$ cat src/rtl/core/gpsp_pkg.sv
// ----------------------------------------------------------------------------
// gpsp_pkg
// Shared types, request codes and frame tables for the gamepad poll master.
// ----------------------------------------------------------------------------
package gpsp_pkg;

  localparam int unsigned NUM_CAPTURED = 6;
  localparam int unsigned OUT_DEPTH    = 2;

  typedef logic [2:0] req_t;
  localparam req_t REQ_POLL_TICK    = 3'd0;
  localparam req_t REQ_ENTER_CFG    = 3'd1;
  localparam req_t REQ_EXIT_CFG     = 3'd2;
  localparam req_t REQ_SET_ANALOG   = 3'd3;
  localparam req_t REQ_BIT_SLOT     = 3'd4;
  localparam req_t REQ_RESET_STATUS = 3'd5;

  typedef logic [1:0] kind_t;
  localparam kind_t KIND_POLL       = 2'd0;
  localparam kind_t KIND_ENTER_CFG  = 2'd1;
  localparam kind_t KIND_EXIT_CFG   = 2'd2;
  localparam kind_t KIND_SET_ANALOG = 2'd3;

  localparam logic [7:0] BUTTONS_IDLE = 8'hFF;
  localparam logic [7:0] AXIS_CENTER  = 8'd128;
  localparam logic [3:0] FIRST_STORED = 4'd3;
  localparam logic [3:0] LAST_BYTE    = 4'd8;

  typedef logic [NUM_CAPTURED-1:0][7:0] captured_t;

  typedef struct packed {
    logic      att_level;
    logic      cmd_bit;
    logic      busy_res;
    logic      frame_done;
    captured_t captured;
  } result_t;

  function automatic captured_t captured_reset();
    captured_t c;
    c[0] = BUTTONS_IDLE;
    c[1] = BUTTONS_IDLE;
    c[2] = AXIS_CENTER;
    c[3] = AXIS_CENTER;
    c[4] = AXIS_CENTER;
    c[5] = AXIS_CENTER;
    return c;
  endfunction

  function automatic logic [3:0] frame_len(input kind_t kind);
    logic [3:0] len;
    case (kind)
      KIND_ENTER_CFG: len = 4'd5;
      default:        len = 4'd9;
    endcase
    return len;
  endfunction

  function automatic logic [7:0] frame_byte(input kind_t kind, input logic [3:0] idx);
    logic [7:0] b;
    b = 8'h00;
    case (idx)
      4'd0: b = 8'h01;
      4'd1: begin
        case (kind)
          KIND_POLL:       b = 8'h42;
          KIND_SET_ANALOG: b = 8'h44;
          default:         b = 8'h43;
        endcase
      end
      4'd3: begin
        if (kind == KIND_ENTER_CFG || kind == KIND_SET_ANALOG) b = 8'h01;
      end
      4'd4: begin
        case (kind)
          KIND_EXIT_CFG:   b = 8'h5A;
          KIND_SET_ANALOG: b = 8'h03;
          default:         b = 8'h00;
        endcase
      end
      4'd5, 4'd6, 4'd7, 4'd8: begin
        if (kind == KIND_EXIT_CFG) b = 8'h5A;
      end
      default: b = 8'h00;
    endcase
    return b;
  endfunction

endpackage

$ cat src/rtl/core/gpsp_frame_engine.sv
// ----------------------------------------------------------------------------
// gpsp_frame_engine
// Frame sequencer: updates link state for each accepted word and forms its result.
// ----------------------------------------------------------------------------
module gpsp_frame_engine (
  input  logic                clk,
  input  logic                rst,
  input  logic                accept,
  input  gpsp_pkg::req_t      req_type,
  input  logic                data_in,
  input  logic                poll_enable,
  output gpsp_pkg::result_t   result
);

  gpsp_pkg::kind_t     frame_kind, frame_kind_next;
  logic                frame_active, frame_active_next;
  logic [3:0]          byte_index, byte_index_next;
  logic [2:0]          bit_index, bit_index_next;
  logic [7:0]          receive_shift, receive_shift_next;
  gpsp_pkg::captured_t captured, captured_next;

  logic                start;
  gpsp_pkg::kind_t     start_kind;
  logic [3:0]          bi;
  logic [3:0]          bi_inc;
  logic [3:0]          slot;
  logic [7:0]          cur_byte;
  logic                cmd;
  logic                done;

  assign bi       = (byte_index < 4'd9) ? byte_index : gpsp_pkg::LAST_BYTE;
  assign bi_inc   = bi + 4'd1;
  assign slot     = bi - gpsp_pkg::FIRST_STORED;
  assign cur_byte = gpsp_pkg::frame_byte(frame_kind, bi);

  always_comb begin
    frame_kind_next    = frame_kind;
    frame_active_next  = frame_active;
    byte_index_next    = byte_index;
    bit_index_next     = bit_index;
    receive_shift_next = receive_shift;
    captured_next      = captured;
    start              = 1'b0;
    start_kind         = req_type[1:0];
    cmd                = 1'b0;
    done               = 1'b0;

    case (req_type)
      gpsp_pkg::REQ_POLL_TICK: begin
        start = poll_enable && !frame_active;
      end
      gpsp_pkg::REQ_ENTER_CFG, gpsp_pkg::REQ_EXIT_CFG, gpsp_pkg::REQ_SET_ANALOG: begin
        start = !frame_active;
      end
      gpsp_pkg::REQ_BIT_SLOT: begin
        if (frame_active) begin
          cmd                = cur_byte[bit_index];
          receive_shift_next = {data_in, receive_shift[7:1]};
          if (bit_index == 3'd7) begin
            bit_index_next  = 3'd0;
            byte_index_next = bi_inc;
            if (frame_kind == gpsp_pkg::KIND_POLL && bi >= gpsp_pkg::FIRST_STORED) begin
              captured_next[slot[2:0]] = receive_shift_next;
            end
            if (bi_inc >= gpsp_pkg::frame_len(frame_kind)) begin
              frame_active_next = 1'b0;
              byte_index_next   = 4'd0;
              done              = 1'b1;
            end
          end else begin
            bit_index_next = bit_index + 3'd1;
          end
        end
      end
      gpsp_pkg::REQ_RESET_STATUS: begin
        captured_next = gpsp_pkg::captured_reset();
      end
      default: begin
      end
    endcase

    if (start) begin
      frame_active_next  = 1'b1;
      frame_kind_next    = start_kind;
      byte_index_next    = 4'd0;
      bit_index_next     = 3'd0;
      receive_shift_next = 8'd0;
    end
  end

  always_ff @(posedge clk) begin
    if (rst) begin
      frame_kind    <= gpsp_pkg::KIND_POLL;
      frame_active  <= 1'b0;
      byte_index    <= 4'd0;
      bit_index     <= 3'd0;
      receive_shift <= 8'd0;
      captured      <= gpsp_pkg::captured_reset();
    end else if (accept) begin
      frame_kind    <= frame_kind_next;
      frame_active  <= frame_active_next;
      byte_index    <= byte_index_next;
      bit_index     <= bit_index_next;
      receive_shift <= receive_shift_next;
      captured      <= captured_next;
    end
  end

  always_comb begin
    result.att_level  = !frame_active_next;
    result.cmd_bit    = cmd;
    result.busy_res   = frame_active_next;
    result.frame_done = done;
    result.captured   = captured_next;
  end

endmodule

$ cat src/rtl/core/gpsp_out_buffer.sv
// ----------------------------------------------------------------------------
// gpsp_out_buffer
// Two-entry result queue between the frame engine and the output channel.
// ----------------------------------------------------------------------------
module gpsp_out_buffer #(
  parameter int unsigned DEPTH = gpsp_pkg::OUT_DEPTH
) (
  input  logic              clk,
  input  logic              rst,
  input  logic              wr_en,
  input  gpsp_pkg::result_t wr_data,
  input  logic              rd_en,
  output gpsp_pkg::result_t rd_data,
  output logic              full,
  output logic              not_empty
);

  localparam int unsigned PW = (DEPTH > 1) ? $clog2(DEPTH) : 1;
  localparam int unsigned CW = $clog2(DEPTH + 1);

  gpsp_pkg::result_t mem [DEPTH];
  logic [PW-1:0]     wr_ptr;
  logic [PW-1:0]     rd_ptr;
  logic [CW-1:0]     count;

  assign full      = (count == CW'(DEPTH));
  assign not_empty = (count != '0);
  assign rd_data   = mem[rd_ptr];

  always_ff @(posedge clk) begin
    if (wr_en) begin
      mem[wr_ptr] <= wr_data;
    end
  end

  always_ff @(posedge clk) begin
    if (rst) begin
      wr_ptr <= '0;
      rd_ptr <= '0;
      count  <= '0;
    end else begin
      if (wr_en) begin
        wr_ptr <= (wr_ptr == PW'(DEPTH - 1)) ? '0 : wr_ptr + PW'(1);
      end
      if (rd_en) begin
        rd_ptr <= (rd_ptr == PW'(DEPTH - 1)) ? '0 : rd_ptr + PW'(1);
      end
      case ({wr_en, rd_en})
        2'b10:   count <= count + CW'(1);
        2'b01:   count <= count - CW'(1);
        default: count <= count;
      endcase
    end
  end

endmodule

$ cat src/rtl/core/gamepad_serial_poll_master_unit.sv
// ----------------------------------------------------------------------------
// gamepad_serial_poll_master_unit
// Master side of a gamepad serial link: frame sequencing, bit exchange and
// capture of button and stick bytes.
// ----------------------------------------------------------------------------
//  channel | handshake             | word
//  --------+-----------------------+-------------------------------------------
//  in      | in_valid / in_stall   | req_type, data_in
//  out     | out_valid / out_stall | att_level .. frame_done, six captured bytes
//  cfg     | cfg_valid / cfg_ready | cfg_data (poll_enable)
//
// One word per cycle while in_stall is low; a word's result is queued when it is taken.
// Two-entry result queue; in_stall rises only when both entries wait.
// cfg_ready is always high.
// rst is synchronous; it clears the frame state and restores captured bytes.
// ----------------------------------------------------------------------------
module gamepad_serial_poll_master_unit #(
  parameter int unsigned OUT_DEPTH = gpsp_pkg::OUT_DEPTH
) (
  input  logic       clk,
  input  logic       rst,
  input  logic       in_valid,
  output logic       in_stall,
  input  logic [2:0] req_type,
  input  logic       data_in,
  output logic       out_valid,
  input  logic       out_stall,
  output logic       att_level,
  output logic       cmd_bit,
  output logic       busy_res,
  output logic       frame_done,
  output logic [7:0] buttons_low,
  output logic [7:0] buttons_high,
  output logic [7:0] right_x,
  output logic [7:0] right_y,
  output logic [7:0] left_x,
  output logic [7:0] left_y,
  input  logic       cfg_valid,
  output logic       cfg_ready,
  input  logic       cfg_data
);

  logic              poll_enable;
  logic              accept;
  logic              full;
  gpsp_pkg::result_t eng_result;
  gpsp_pkg::result_t q_result;

  assign cfg_ready = 1'b1;
  assign in_stall  = full;
  assign accept    = in_valid && !full;

  always_ff @(posedge clk) begin
    if (rst) begin
      poll_enable <= 1'b0;
    end else if (cfg_valid && cfg_ready) begin
      poll_enable <= cfg_data;
    end
  end

  gpsp_frame_engine u_engine (
    .clk         (clk),
    .rst         (rst),
    .accept      (accept),
    .req_type    (req_type),
    .data_in     (data_in),
    .poll_enable (poll_enable),
    .result      (eng_result)
  );

  gpsp_out_buffer #(
    .DEPTH (OUT_DEPTH)
  ) u_out_buffer (
    .clk       (clk),
    .rst       (rst),
    .wr_en     (accept),
    .wr_data   (eng_result),
    .rd_en     (out_valid && !out_stall),
    .rd_data   (q_result),
    .full      (full),
    .not_empty (out_valid)
  );

  assign att_level    = q_result.att_level;
  assign cmd_bit      = q_result.cmd_bit;
  assign busy_res     = q_result.busy_res;
  assign frame_done   = q_result.frame_done;
  assign buttons_low  = q_result.captured[0];
  assign buttons_high = q_result.captured[1];
  assign right_x      = q_result.captured[2];
  assign right_y      = q_result.captured[3];
  assign left_x       = q_result.captured[4];
  assign left_y       = q_result.captured[5];

endmodule

$ cat config.mk
export PLATFORM = sky130hd
export DESIGN_NAME = gamepad_serial_poll_master_unit
export DESIGN_NICKNAME = d
export VERILOG_FILES = /design/src/rtl/core/gpsp_pkg.sv /design/src/rtl/core/gpsp_frame_engine.sv /design/src/rtl/core/gpsp_out_buffer.sv /design/src/rtl/core/gamepad_serial_poll_master_unit.sv
export SDC_FILE = /design/constraint.sdc
export NUM_CORES = 1
export LEC_CHECK = 0
export BUFFER_PORTS_ARGS = -buffer_cell sky130_fd_sc_hd__buf_4
export CAP_MARGIN = 0
export CORE_ASPECT_RATIO = 1.4
export CORE_UTILIZATION = 49
export DETAILED_ROUTE_END_ITERATION = 6
export GPL_TIMING_DRIVEN = 0
export PLACE_DENSITY = 0.8
export SLEW_MARGIN = 20
export SYNTH_ARGS = -nofsm -noshare
export SYNTH_HDL_FRONTEND = slang
export SYNTH_HIERARCHICAL = 1
export SYNTH_SLANG_ARGS = --single-unit
$ cat constraint.sdc
create_clock -name clk -period 3.3 [get_ports clk]
set_input_delay 0.495 -clock clk [delete_from_list [all_inputs] [get_ports clk]]
set_output_delay 0.495 -clock clk [all_outputs]
set_load 0.02 [all_outputs]
==> metrics.md <==
| Metric | Value |
|---|---|
| Place WS | 0.0109 ns |
| Ys async rst share | 0% |
| Reg2reg end | u_out_buffer/mem[0][28] |
| Int Pwr | 4010 µW |
| CP Class | register to register |
| Final hold slack | 0.309 ns |
| Synth Register Bits | 175 |
| Syn avg cell area | 11.8 µm² |
| Number of buffers and inverters on the critical path | 5 |
| Finished Layout Cells | 965 |
| Chip height | 152 µm |
| 1st-iter DRT viols | 515 |
| Share of cells above drive strength 1 | 25.0% |
| R2R Setup Slk | 0.22 ns |
| Hold Path Origin | cfg_data |
| Power per cell area | 608 nW/µm² |
| Vias in the first global route | 5508 |
| Final max-slew violation count | 0 |
| Vias per Instance | 5.93 |
| Clk slew on worst S/H paths | 0.07 ns |
| Clock root cell | clkbuf_16 |
| Placed insts | 933 |
| Core area | 15700 µm² |
| Placed Instance Area | 8710 µm² |
| CP cell instances | buf_2 -> nand2b_4 -> buf_6 -> inv_2 -> ha_1 -> ha_1 -> inv_1 -> nor3_2 -> and3_1 -> buf_2 -> mux2i_1 |
| Register area share after synthesis | 57.4% |
| CP delay by family, top | buffers and inverters |
| R2R Path Start | u_engine/byte_index[3] |
| Syn Nets | 697 |
| Switch Pwr | 1620 µW |
| Die Wd | 109 µm |
| Fin nets | 781 |
| Overall routed net length | 18.0 mm |
| FF+latch area | 4540 µm² |
| Post-layout worst setup margin | 0.220 ns |
| Io pins | 65 |
| CTS H-tree depth | 4 |
| WP data required | 3.53 ns |
| Initial core utilization | 50.6% |
| Synth Warn # | 6 |
| Synth cell types | 61 |
| Startpoint types | register |
| Clock power share | 32.4% |
| Fill count | 1276 |
| CP max stage cell | ha_1 |
| Area grow syn2layout | 17.0% |
| CP max FO | 10 |
| Crit path capture type | register |
| Seq pwr share | 45.3% |
| Met2 Routed Length | 9.58 mm |
| Iteration count of the initial detailed-routing pass | 5 |
| DRC | 0 |
| Vias | 5722 |
| Clock skew | 0.0124 ns |
| Design Area, Final | 9270 µm² |
| Setup tns final | 0 ns |
| Max-Cap Viols | 0 |
| Worst hold stages | 3 |
| Clk_lat worst skew | 0.42 ns |
| Worst slew pin tran | 1.04 ns |
| Wirelength per Cell | 18.7 µm |
| Min-Delay Endpoint | poll_enable |
| Min Tclk post-route | 3.08 ns |
| RSZ-0062 raised after global routing | false |
| Global Route Usage Sum | 22.3% |
| Antenna Nets Post-Route | 0 |
| Lkg Pwr | 0.00320 µW |
| Gr ovfl total | 0 |
| IR drop worst, VDD | 0.000337 V |
| Hold Crit Class | input pin to register |
| Slew margin rel. | 30.4% |
| Cells after synthesis | 672 |
| Synth Cell Area | 7920 µm² |
| DP Wirelength | 12.5 mm |
| Combinational power share | 22.3% |
| Largest net degree at the start of global routing | 33 |
| Num CTS Buffers | 17 |
| CP peak stage delay | 0.44 ns |
| Worst path arrival time | 3.31 ns |
| Multi-input logic area | 3090 µm² |
| Routability Congestion | 0.911 |
| Top Metal Used | met4 |
| Fmax | 0.325 GHz |
| Final setup vio count | 0 |
| PortBufs | 62 |
| Period Utilization, post-route | 93.3% |
| Commonest non-fill, non-tap cell in the layout | edfxtp_1 |
| Main synth FF type | edfxtp_1 |
| EDFF count, synth | 104 |
| CTS tree | built |
| Hold Fails Final Rpt | 0 |
| # rows | 54 |
| N_diodes | 0 |
| Sw Share | 28.8% |
| Met3 WL post-DR | 826 µm |
| Metal-1 WL | 6.96 mm |
| Commonest cells after routing, fill and taps aside | edfxtp_1, dfxtp_1, buf_4, mux2_2, nand3_1 |
| CTS Buffer Depth | 2 |
| Worst Reg-to-Reg Cells | 11 |
| Clock Sinks | 175 |
| Initial antenna violation count | 0 |
| First-pass GRT wire length | 28.1 mm |
| Die area | 16700 µm² |
| Status | complete, no violations |
[cells by family after synthesis]
family / share of synthesized area, %
buffers and inverters: 4.09
xor gates and xnor gates: 0.553
other: 0.0473
muxes: 10.4
adders and majority gates: 2.37
DFF: 57.4
and+or+nand+nor: 13.3
AOI/OAI and AO/OA: 11.9
[power by group through the flow]
stage	clock, µW	combinational, µW	sequential, µW
2_1_floorplan	0	790	2590
3_3_place_gp	0	1210	2610
3_5_place_dp	0	1280	2600
4_1_cts	1850	1280	2550
5_1_grt	1930	1340	2560
6_report	1830	1260	2550
[layout make-up]
cell class	instances	share of cell area, %
Inverter	19	0.769
Sequential cell	175	49.0
Timing Repair Buffer	65	5.75
Tap cell	196	2.64
Multi-Input combinational cell	422	33.3
Buffer	56	2.74
Clock buffer	18	4.63
Clock inverter	14	1.16
[routing by layer]
| layer | vias to the layer above | GRT usage (%) |
|---|---|---|
| li1 | 2690 | - |
| met4 | 0 | 11.5 |
| met3 | 45 | 3.25 |
| met1 | 2783 | 26.6 |
| met2 | 204 | 38.2 |
| met5 | - | 0 |
[worst register-to-register path, cell delays in order, from the launching register on]
cell,delay [ns]
dfxtp_1,0.33
buf_2,0.22
nand2b_4,0.16
buf_6,0.13
inv_2,0.06
ha_1,0.26
ha_1,0.44
inv_1,0.14
nor3_2,0.31
and3_1,0.21
buf_2,0.30
mux2i_1,0.33
[what timing repair did]
action | 4_1_cts | 5_1_grt
setup buffers | 0 | 0
setup endpoints to repair | 2 | 21
pin swaps | 0 | 0
hold buffers | 0 | 0
gates resized for setup | 1 | 5
[cell usage after synthesis (14+ instances only)]
cell | n | area [µm²]
a21oi_1 | 18 | 90.1
a22o_1 | 18 | 158
buf_2 | 16 | 80.1
clkbuf_1 | 35 | 131
dfxtp_1 | 71 | 1420
edfxtp_1 | 104 | 3120
ha_1 | 15 | 188
inv_1 | 18 | 67.6
mux2_2 | 52 | 586
mux2i_1 | 24 | 240
nand2_1 | 36 | 135
nand3_1 | 51 | 255
nand3b_1 | 15 | 113
nor2_1 | 38 | 143
o2111ai_1 | 14 | 123
o21ai_0 | 24 | 120
o22a_1 | 16 | 140
[registers in the layout, indices dropped and copies added, names as in the netlist, named ones only]
register                count
poll_enable                 1
u_engine/bit_index          3
u_engine/byte_index         4
u_engine/captured          48
u_engine/frame_active       1
u_engine/frame_kind         2
u_engine/receive_shift      7
u_out_buffer/count          2
u_out_buffer/mem          104
u_out_buffer/rd_ptr         1
u_out_buffer/wr_ptr         1
[metrics by stage]
step,power [µW],util [%]
6_report,5640,59.2
4_1_cts,5680,59.0
2_1_floorplan,3380,-
3_5_place_dp,3880,55.6
5_1_grt,5840,59.2
3_3_place_gp,3820,55.1
[how the worst max path moves through the flow]
stage,slack [ns],to,cells past startpoint,from
floorplan,0.57,u_out_buffer/mem[0][0],4,u_out_buffer/count[0]
global placement,-0.26,u_out_buffer/mem[0][0],4,u_out_buffer/count[0]
detailed placement,0.01,u_out_buffer/mem[0][0],11,u_engine/byte_index[3]
global route,0.02,u_out_buffer/mem[1][28],11,u_engine/byte_index[3]
finish,0.22,u_out_buffer/mem[0][28],11,u_engine/byte_index[3]
CTS,0.12,u_out_buffer/mem[0][28],11,u_engine/byte_index[3]
No activity file was read; power rests on OpenSTA's default activity.
